===== src/rtl/core/kwsc_pkg.sv =====
// ----------------------------------------------------------------------------
// kwsc_pkg
// Types and constants of the keyword substitution cipher.
// ----------------------------------------------------------------------------
package kwsc_pkg;

  localparam int unsigned Letters  = 26;
  localparam int unsigned IdxWidth = 5;

  localparam logic [2:0] MODE_CLEAR    = 3'd0;
  localparam logic [2:0] MODE_KEYWORD  = 3'd1;
  localparam logic [2:0] MODE_COMPLETE = 3'd2;
  localparam logic [2:0] MODE_ENCRYPT  = 3'd3;
  localparam logic [2:0] MODE_DECRYPT  = 3'd4;

  localparam logic [7:0] CHAR_UPPER_A = 8'h41;
  localparam logic [7:0] CHAR_UPPER_Z = 8'h5A;
  localparam logic [7:0] CHAR_LOWER_A = 8'h61;
  localparam logic [7:0] CHAR_LOWER_Z = 8'h7A;

  typedef logic [IdxWidth-1:0] idx_t;

  typedef enum logic [1:0] {
    ST_IDLE,
    ST_FILL,
    ST_LOOKUP
  } state_e;

endpackage


===== src/rtl/core/kwsc_ram.sv =====
// ----------------------------------------------------------------------------
// kwsc_ram
// Generic single-clock RAM with one write port and one registered read port.
// ----------------------------------------------------------------------------
module kwsc_ram #(
  parameter int unsigned Width = 5,
  parameter int unsigned Depth = 26
) (
  input  logic                     clk_i,
  input  logic                     we_i,
  input  logic [$clog2(Depth)-1:0] waddr_i,
  input  logic [Width-1:0]         wdata_i,
  input  logic [$clog2(Depth)-1:0] raddr_i,
  output logic [Width-1:0]         rdata_o
);

  logic [Width-1:0] mem_q [Depth];
  logic [Width-1:0] rdata_q;

  always_ff @(posedge clk_i) begin
    if (we_i) begin
      mem_q[waddr_i] <= wdata_i;
    end
    rdata_q <= mem_q[raddr_i];
  end

  assign rdata_o = rdata_q;

endmodule


===== src/rtl/core/keyword_substitution_cipher.sv =====
// ----------------------------------------------------------------------------
// keyword_substitution_cipher
// Keyword substitution alphabet builder with letter encrypt and decrypt.
// ----------------------------------------------------------------------------
// The forward and inverse alphabets live in two 26-entry RAMs with a
// registered read. A text transaction reads the table, then loads the
// output register, which holds the result while the output side stalls.
// To complete the alphabet, the fill sequencer visits one letter of A to Z
// per cycle and writes both RAMs for each unused one. Per-entry valid bits
// make a cleared or reset entry read as the identity, so no clearing pass
// through the RAMs is needed.
module keyword_substitution_cipher (
  input  logic       clk_i,
  input  logic       rst_ni,
  input  logic       in_valid_i,
  output logic       in_stall_o,
  input  logic [2:0] mode_i,
  input  logic [7:0] in_byte_i,
  output logic       out_valid_o,
  input  logic       out_stall_i,
  output logic [7:0] out_byte_o,
  output logic       substituted_o
);

  import kwsc_pkg::*;

  state_e state_q, state_d;

  logic [Letters-1:0] used_q, used_d;
  logic [Letters-1:0] fwd_vld_q, fwd_vld_d;
  logic [Letters-1:0] inv_vld_q, inv_vld_d;
  idx_t fill_q, fill_d;
  idx_t walk_q, walk_d;
  logic complete_q, complete_d;

  // Text transaction held during the lookup.
  logic       dec_q;
  logic       hit_q;
  logic       lower_q;
  idx_t       idx_q;
  logic [7:0] byte_q;

  logic       out_valid_q, out_valid_d;
  logic [7:0] out_byte_q;
  logic       out_sub_q;

  logic in_acc;
  logic is_upper, is_lower, is_letter;
  logic [7:0] upper_off, lower_off;
  idx_t in_idx;

  logic fwd_we, inv_we;
  idx_t fwd_waddr, inv_waddr, fwd_wdata, inv_wdata;
  idx_t fwd_rdata, inv_rdata;
  idx_t map_raw, map_idx;
  logic out_free, load_out;
  logic place_kw, place_fill;

  assign in_stall_o = (state_q != ST_IDLE);
  assign in_acc     = in_valid_i && !in_stall_o;

  assign is_upper  = (in_byte_i >= CHAR_UPPER_A) && (in_byte_i <= CHAR_UPPER_Z);
  assign is_lower  = (in_byte_i >= CHAR_LOWER_A) && (in_byte_i <= CHAR_LOWER_Z);
  assign is_letter = is_upper || is_lower;
  assign upper_off = in_byte_i - CHAR_UPPER_A;
  assign lower_off = in_byte_i - CHAR_LOWER_A;
  assign in_idx    = is_lower ? lower_off[IdxWidth-1:0] : upper_off[IdxWidth-1:0];

  assign place_kw = in_acc && (mode_i == MODE_KEYWORD) && !complete_q && is_letter
                    && !used_q[in_idx] && (fill_q < idx_t'(Letters));
  assign place_fill = (state_q == ST_FILL) && !used_q[walk_q]
                      && (fill_q < idx_t'(Letters));

  // Both placement sources write forward[fill] = letter and inverse[letter] = fill.
  always_comb begin
    fwd_we    = place_kw || place_fill;
    inv_we    = fwd_we;
    fwd_waddr = fill_q;
    inv_wdata = fill_q;
    fwd_wdata = place_fill ? walk_q : in_idx;
    inv_waddr = fwd_wdata;
  end

  kwsc_ram #(
    .Width(IdxWidth),
    .Depth(Letters)
  ) u_fwd_ram (
    .clk_i  (clk_i),
    .we_i   (fwd_we),
    .waddr_i(fwd_waddr),
    .wdata_i(fwd_wdata),
    .raddr_i(state_q == ST_LOOKUP ? idx_q : in_idx),
    .rdata_o(fwd_rdata)
  );

  kwsc_ram #(
    .Width(IdxWidth),
    .Depth(Letters)
  ) u_inv_ram (
    .clk_i  (clk_i),
    .we_i   (inv_we),
    .waddr_i(inv_waddr),
    .wdata_i(inv_wdata),
    .raddr_i(state_q == ST_LOOKUP ? idx_q : in_idx),
    .rdata_o(inv_rdata)
  );

  // Next state.
  always_comb begin
    state_d = state_q;
    unique case (state_q)
      ST_IDLE: begin
        if (in_acc) begin
          if (mode_i == MODE_COMPLETE && !complete_q) begin
            state_d = ST_FILL;
          end else if (mode_i == MODE_ENCRYPT || mode_i == MODE_DECRYPT) begin
            state_d = ST_LOOKUP;
          end
        end
      end
      ST_FILL: begin
        if (walk_q == idx_t'(Letters - 1)) begin
          state_d = ST_IDLE;
        end
      end
      ST_LOOKUP: begin
        if (load_out) begin
          state_d = ST_IDLE;
        end
      end
      default: state_d = ST_IDLE;
    endcase
  end

  assign out_free = !out_valid_q || !out_stall_i;
  assign load_out = (state_q == ST_LOOKUP) && out_free;

  // An entry not written since the last clear reads as the identity.
  always_comb begin
    if (dec_q) begin
      map_raw = inv_vld_q[idx_q] ? inv_rdata : idx_q;
    end else begin
      map_raw = fwd_vld_q[idx_q] ? fwd_rdata : idx_q;
    end
    map_idx = (map_raw >= idx_t'(Letters)) ? '0 : map_raw;
  end

  // Key state and output control.
  always_comb begin
    used_d      = used_q;
    fwd_vld_d   = fwd_vld_q;
    inv_vld_d   = inv_vld_q;
    fill_d      = fill_q;
    walk_d      = walk_q;
    complete_d  = complete_q;
    out_valid_d = out_valid_q;

    if (out_valid_q && !out_stall_i) begin
      out_valid_d = 1'b0;
    end
    if (load_out) begin
      out_valid_d = 1'b1;
    end

    if (in_acc && mode_i == MODE_CLEAR) begin
      used_d     = '0;
      fwd_vld_d  = '0;
      inv_vld_d  = '0;
      fill_d     = '0;
      complete_d = 1'b0;
    end
    if (in_acc && mode_i == MODE_COMPLETE && !complete_q) begin
      walk_d = '0;
    end
    if (fwd_we) begin
      used_d[inv_waddr]    = 1'b1;
      inv_vld_d[inv_waddr] = 1'b1;
      fwd_vld_d[fwd_waddr] = 1'b1;
      fill_d               = fill_q + idx_t'(1);
    end
    if (state_q == ST_FILL) begin
      walk_d = walk_q + idx_t'(1);
      if (walk_q == idx_t'(Letters - 1)) begin
        complete_d = 1'b1;
      end
    end
  end

  always_ff @(posedge clk_i or negedge rst_ni) begin
    if (!rst_ni) begin
      state_q     <= ST_IDLE;
      used_q      <= '0;
      fwd_vld_q   <= '0;
      inv_vld_q   <= '0;
      fill_q      <= '0;
      walk_q      <= '0;
      complete_q  <= 1'b1;
      out_valid_q <= 1'b0;
    end else begin
      state_q     <= state_d;
      used_q      <= used_d;
      fwd_vld_q   <= fwd_vld_d;
      inv_vld_q   <= inv_vld_d;
      fill_q      <= fill_d;
      walk_q      <= walk_d;
      complete_q  <= complete_d;
      out_valid_q <= out_valid_d;
    end
  end

  always_ff @(posedge clk_i) begin
    if (in_acc) begin
      dec_q   <= (mode_i == MODE_DECRYPT);
      hit_q   <= is_letter && complete_q;
      lower_q <= is_lower;
      idx_q   <= in_idx;
      byte_q  <= in_byte_i;
    end
    if (load_out) begin
      out_byte_q <= hit_q ? ((lower_q ? CHAR_LOWER_A : CHAR_UPPER_A)
                            + {{(8 - IdxWidth){1'b0}}, map_idx})
                          : byte_q;
      out_sub_q  <= hit_q;
    end
  end

  assign out_valid_o   = out_valid_q;
  assign out_byte_o    = out_byte_q;
  assign substituted_o = out_sub_q;

endmodule

===== config.mk =====
export PLATFORM = sky130hd
export DESIGN_NAME = keyword_substitution_cipher
export DESIGN_NICKNAME = d
export VERILOG_FILES = /design/src/rtl/core/kwsc_pkg.sv /design/src/rtl/core/kwsc_ram.sv /design/src/rtl/core/keyword_substitution_cipher.sv
export SDC_FILE = /design/constraint.sdc
export NUM_CORES = 1
export LEC_CHECK = 0
export ABC_AREA = 1
export BUFFER_PORTS_ARGS = -buffer_cell sky130_fd_sc_hd__buf_2
export CORE_MARGIN = 1
export CORE_UTILIZATION = 25
export DETAILED_ROUTE_END_ITERATION = 10
export MAX_ROUTING_LAYER = met4
export SYNTH_ARGS = -nofsm -noshare
export SYNTH_HDL_FRONTEND = slang
export SYNTH_SLANG_ARGS = --single-unit

===== constraint.sdc =====
create_clock -name clk_i -period 3.21 [get_ports clk_i]
set_clock_uncertainty 0.15 [all_clocks]
set_input_delay 0.4815 -clock clk_i [delete_from_list [all_inputs] [get_ports clk_i]]
set_output_delay 0.4815 -clock clk_i [all_outputs]
set_load 0.05 [all_outputs]

* Word-level counts from Yosys, hierarchy flattened *
Memories as Yosys holds them, arrays and structs flattened. A register that Yosys moved wholly into a read port is not among the register bits.
Cells that the tools add are included.

word-level totals
  memories = 2
  bits in read-only memories = 0
  input bits = 15
  output and inout bits = 11
  RAM bits = 260
  register bits after elaboration = 117
  bits in latches = 0

operators by class
  order comparisons = 13
  eq/ne operators = 11
  shift-type cells = 0
  muxes and demuxes = 44
  reduce and logical (&&, ||, !) cells = 36
  bitwise gates (word level) = 3
  multiply operators = 0
  $add $sub $neg = 5
  div/mod/pow operators = 0

memories
  name             depth  bits a word  read ports  clocked after memory_dff  wr ports  line            source
  u_fwd_ram.mem_q  26     5            1           1                         1         kwsc_ram.sv:17  logic [Width-1:0] mem_q [Depth];
  u_inv_ram.mem_q  26     5            1           1                         1         kwsc_ram.sv:17

operators by type and width
  operator             number
  $mux 26              6
  $or 26x26->26        3
  $mux 5               11
  $lt 5x6->1 const B   5
  $bmux 1 s5           4
  $logic_and 1x1->1    19
  $ge 8x7->1 const B   2
  $le 8x7->1 const B   2
  $mux 1               13
  $add 5x1->5 const B  2
  $demux 1 s5          2
  $ge 5x1->1 const B   2
  $mux 2               5
  $sub 5x1->5 const B  2
  $add 7x5->8          1
  $mux 8               1
  $reduce_bool 2->1    4
  $eq 3x2->1 const B   2
  $logic_not 1->1      6
  $mux 6               1
  $pmux 2 s3           1
  $eq 5x5->1 const B   1
  $ge 5x5->1 const B   1
  $lt 5x5->1 const B   1
  11 further kinds     15

* Logic depth before layout (Yosys ltp) *
  word-level depth = 12
  mapped depth = 21
  gate-level depth less buffers = 20

* Hierarchy *
From an unflattened synthesis, not the netlist that was laid out.

unflattened totals
  cell total of the unflattened synthesis = 1874
  area, all modules = 17654.4 µm²

modules (own cells, without submodules)
  module                       area an instance (µm²)  cells each  seq. area each (µm²)  instances
  kwsc_ram                     5662.9                  516         4003.8                2
  keyword_substitution_cipher  6328.6                  842         3054.2                1

* Worst setup path before layout *
Ideal clock, no wire load.

  path type = reg2reg
  start point = reg state_q[1]
  end point = mem u_fwd_ram.mem_q[21][0], enable pin
  cell stages (with the launch flop) = 13
  arrival time = 2.890 ns
  path buffers = 2
  period minus slack after synthesis = 3.380 ns
  library setup time = 0.340 ns
  setup slack = -0.170 ns
  path through = dfrtp_1 -> nor2_1 -> inv_1 -> nor2_1 -> inv_1 -> nor3_1 -> nand3_1 -> a21o_1 -> nand2_1 -> buf_4 -> nand2_1 -> buf_2 -> nor2_1

on the way
  cells in the longest elaborated chain, start to end = 11
  elaborated cells on any way between the ends = 14

RTL lines
  what                             line                                source
  start: declaration               keyword_substitution_cipher.sv:27   state_e state_q, state_d;
  start signal: assignment         keyword_substitution_cipher.sv:200  state_q <= state_d;
  $reduce_bool 2->1                keyword_substitution_cipher.sv:59   assign in_stall_o = (state_q != ST_IDLE);
  via in_stall_o                   keyword_substitution_cipher.sv:16   output logic in_stall_o,
  $logic_not 1->1                  keyword_substitution_cipher.sv:60   assign in_acc = in_valid_i && !in_stall_o;
  $logic_and 1x1->1                keyword_substitution_cipher.sv:60
  via in_acc                       keyword_substitution_cipher.sv:47   logic in_acc;
  $logic_and 1x1->1 (3 in series)  keyword_substitution_cipher.sv:69   assign place_kw = in_acc && (mode_i == MODE_KEYWORD) && !complete_q && is_letter
  $logic_and 1x1->1 (2 in series)  keyword_substitution_cipher.sv:70   && !used_q[in_idx] && (fill_q < idx_t'(Letters));
  $logic_or 1x1->1                 keyword_substitution_cipher.sv:76   fwd_we = place_kw || place_fill;
  $mux 1                           kwsc_ram.sv:21                      if (we_i) begin
  $mux 1 (not written as such)     kwsc_ram.sv:22                      mem_q[waddr_i] <= wdata_i;
  end: declaration                 kwsc_ram.sv:17

The timed path passes the listed nets, and every way through them passes these cells.

* Worst setup path after layout *
  start point = reg idx_q[2]
  end point = reg out_byte_q[4] (netlist: out_byte_o[4]), data pin

on the way
  cells in the longest elaborated chain, start to end = 8
  elaborated cells on any way between the ends = 11

RTL lines
  what                                  line                                                                    source
  start: declaration                    keyword_substitution_cipher.sv:40                                       idx_t idx_q;
  start signal: assignment              keyword_substitution_cipher.sv:216                                      idx_q <= in_idx;
  $bmux 1 s5, on equally long branches  keyword_substitution_cipher.sv:143, keyword_substitution_cipher.sv:141
  $mux 1, on equally long branches      keyword_substitution_cipher.sv:143, keyword_substitution_cipher.sv:141
  $mux 5, on equally long branches      keyword_substitution_cipher.sv:143, keyword_substitution_cipher.sv:141
  $mux 5 *                              keyword_substitution_cipher.sv:140                                      if (dec_q) begin
  $ge 5x5->1                            keyword_substitution_cipher.sv:145                                      map_idx = (map_raw >= idx_t'(Letters)) ? '0 : map_raw;
  $mux 5 *                              keyword_substitution_cipher.sv:145
  $add 7x5->8 *                         keyword_substitution_cipher.sv:221                                      + {{(8 - IdxWidth){1'b0}}, map_idx})
  $mux 8 *                              keyword_substitution_cipher.sv:220                                      out_byte_q <= hit_q ? ((lower_q ? CHAR_LOWER_A : CHAR_UPPER_A)
  end signal: assignment                keyword_substitution_cipher.sv:220
  end: declaration                      keyword_substitution_cipher.sv:44                                       logic [7:0] out_byte_q;

Every way passes the cells marked *; elsewhere a longest branch is shown, timed or not. The select of a mux whose other input is x is not followed.
A chain may end at the register's enable or synchronous reset.

==> results_dict.tcl <==
set metrics [dict create \
    ant_nets 0 \
    rsz0062_at_grt "yes" \
    hold_depth 1 \
    yosys.area_share.simple_pct 15.8 \
    ys_seq_area_share_pct 66.4 \
    syn-num-nets 1605 \
    path_common_cell "nand2_1" \
    clockBufferDepth 3 \
    dpl.cell_count 2490 \
    min_from "in_byte_i[2]" \
    vias 12213 \
    grt_pass1_wl_um 68900 \
    maxSlewHeadroom_pct 43.8 \
    hold_ws_ns 0.0383 \
    start_util_pct 25.3 \
    yosys.area_share.adder_pct 0.751 \
    insertedDiodeCount 0 \
    clk_pin_slew_ns 0.06 \
    yosys-top-cells-area "edfxtp_1 (51%), dfrtp_1 (14%), nand2_1 (7.0%), o21ai_0 (4.9%), nor2_1 (4.3%)" \
    cts_tree "yes" \
    final_area_sq_um 20000 \
    die_x_um 260 \
    routed_wl_um 44300 \
    die_h_um 260 \
    combPwrFrac_pct 30.4 \
    first_pass_iters 5 \
    p_leak_nw 7.95 \
    area_delta_synth_final_pct 20.2 \
    synth_top_cell_by_area "edfxtp_1" \
    min_path_type "in2reg" \
    clkPwrFrac_pct 29.3 \
    status "complete, no violations" \
    cp_slowest_cell "edfxtp_1" \
    p_int_mw 10.7 \
    synthesis.area_sq_um 16700 \
    cts-root-buf "clkbuf_16" \
    h-tree-depth 2 \
    setup_viol 0 \
    core_area_sq_um 65900 \
    worst_slack_ns 0.188 \
    overflow 0 \
    ir_worst_vdd_uv 389 \
    cts_sinks 387 \
    r2r-end "out_byte_o[4]" \
    hold_viol 0 \
    critPathCaptureType "flop" \
    yosys.cell_types.count 37 \
    drcViolationCount 0 \
    final_cell_mix "nand2_1 (308), edfxtp_1 (285), nor2_1 (189), o21ai_0 (159), inv_1 (126)" \
    synth-compound-area-share_pct 11.5 \
    routedWlPerCell_um 17.2 \
    final_common_cell "nand2_1" \
    fin_nets 1701 \
    synth_xor_area_share_pct 0.308 \
    antenna_found_initial 0 \
    seq_power_share_pct 40.4 \
    ys_ff_latch 387 \
    p_sw_mw 6.07 \
    p_per_area_nw_per_um2 836 \
    dp_hpwl_um 29400 \
    clk_latency_ns 0.61 \
    critPathKind "reg2reg" \
    drt-initial-drc-count 1178 \
    muxShareOfSynthArea_pct 0 \
    r2r_setup_slack_ns 0.19 \
    drive_above_1_share_pct 14.3 \
    ios 26 \
    cp-start-kind "flop" \
    arrival_ns 3.30 \
    place_congestion 0.902 \
    synthCells 1580 \
    multi_input_area_sq_um 4780 \
    instances_no_fill 2574 \
    period_needed_ns 3.02 \
    grt_pass1_vias 12118 \
    holdPathEnd "byte_q[2]" \
    slew_violations 0 \
    synth_top_family_by_area "simple AND/OR/NAND/NOR gates" \
    worstPathCellList "inv_2, nand2_1, a21oi_1, nor2_1, nand2_1, nand2_1, nand2_1, nand3_1, nand2_1, nand2_1, nand2_1, nand2_1, inv_1, ha_1, inv_1, o21ai_0, nand2_1, nand2_1" \
    worst_pin_slew_ns 0.840 \
    r2r_start "idx_q[2]" \
    synth.top_cell.area_share_pct 51.3 \
    grt_max_degree 66 \
    io_buffers 25 \
    rows 94 \
    routed_via_density 4.74 \
    period_share_pct 94.1 \
    max_freq_ghz 0.331 \
    max_stage_delay_ns 0.54 \
    drv_cap 0 \
    dpl_cell_area_sq_um 18500 \
    critical_path_peak_fanout 7 \
    reg2reg_depth 18 \
    p_total_mw 16.8 \
    swShare_pct 36.2 \
    track_usage_pct 13.6 \
    yosys_warnings 0 \
    avgSynthCellArea_sq_um 10.6 \
    fill_cells 6673 \
    fp.dieArea_sq_um 67700 \
    dp_slack_ns -0.119 \
    cts_made_buffers 42 \
    seq_area_sq_um 11100 \
    worstPathRequired_ns 3.48 \
    post_cts_buffers 0 \
]
## stage by stage
step,setup TNS [ns],utilization [%]
6_report,0,30.4
5_1_grt,-2.15,30.4
3_5_place_dp,-3.51,28.1
4_1_cts,0,30.4
3_3_place_gp,-2.49,28.1
2_1_floorplan,0,-
## area by class of cell
class                           count  share of cell area [%]
Inverter                          134                    2.52
Clock buffer                       55                    6.00
Timing Repair Buffer              138                    5.80
Multi-Input combinational cell    973                    23.8
Sequential cell                   387                    55.2
Clock inverter                     23                    1.22
Tap cell                          864                    5.40
## cells in the mapped netlist, drive strengths merged
cell type  count
nand2        311
edfxtp       285
nor2         197
o21ai        170
inv          134
nand3        120
dfrtp         91
o221ai        60
clkbuf        58
buf           28
o22ai         25
a21oi         21
o211ai        20
a31oi         12
or2           12
dfxtp         10
ha            10
nand4          3
xor2           3
nor3           2
xnor2          2
a211oi         1
a21o           1
a32o           1
dfstp          1
o2111ai        1
o31ai          1
## layer usage
metal,wire length (um),share of wire (%),vias to the layer above,global-route usage (%)
met1,19400,44,5995,17.4
met3,2670,6.0,85,2.21
met5,0,0,-,-
li1,-,-,5694,-
met2,20900,47,439,21.4
met4,1330,3.0,0,5.33
## power groups by stage
stage	combinational, mW	clock (mW)	sequential, mW
global placement	4.95	0	6.83
floorplan	3.09	0	6.92
detailed placement	5.04	0	6.84
CTS	5.07	5.00	6.75
global route	5.64	5.22	6.82
finish	5.09	4.91	6.76
## how the worst max path moves through the flow
stage            startpoint                      to  depth (start not counted)
2_1_floorplan    state_q[1]  u_fwd_ram.mem_q[21][0]                         12
3_3_place_gp   in_byte_i[1]  u_fwd_ram.mem_q[14][1]                         14
3_5_place_dp   in_byte_i[1]  u_fwd_ram.mem_q[10][3]                         14
4_1_cts            idx_q[2]           out_byte_o[4]                         18
5_1_grt           walk_q[0]  u_inv_ram.mem_q[20][2]                         16
6_report           idx_q[2]           out_byte_o[4]                         18
## worst max-delay path, delay by kind of cell, from the launching register on
kind / cells / cell delay, ns
AOI/OAI and AO/OA: 2 / 0.33
adders and majority gates: 1 / 0.16
buffers and inverters: 3 / 0.36
DFF: 1 / 0.54
and+or+nand+nor: 12 / 1.32
## cells by family after synthesis
family | after synthesis
simple gates | 645
flops | 387
compound gates | 313
buf+inv | 220
fa+ha+maj | 10
xor+xnor | 5
## sequential cells by signal, indices dropped and copies added (netlist names)
register,count
inv_vld_q,26
hit_q,1
u_fwd_ram.rdata_o,5
substituted_o,1
complete_q,1
lower_q,1
out_byte_o,8
fill_q,5
fwd_vld_q,26
u_inv_ram.rdata_o,5
walk_q,5
u_inv_ram.mem_q,130
u_fwd_ram.mem_q,130
out_valid_o,1
used_q,26
idx_q,5
byte_q,8
dec_q,1
state_q,2
## repair_timing
item / 4_1_cts / 5_1_grt
setup endpoints to repair: 0 / 83
resized for setup: 0 / 5
hold endpoints to repair: 50 / 0
hold buffers: 6 / 0
Note: power is estimated with default switching activity, not from simulation.
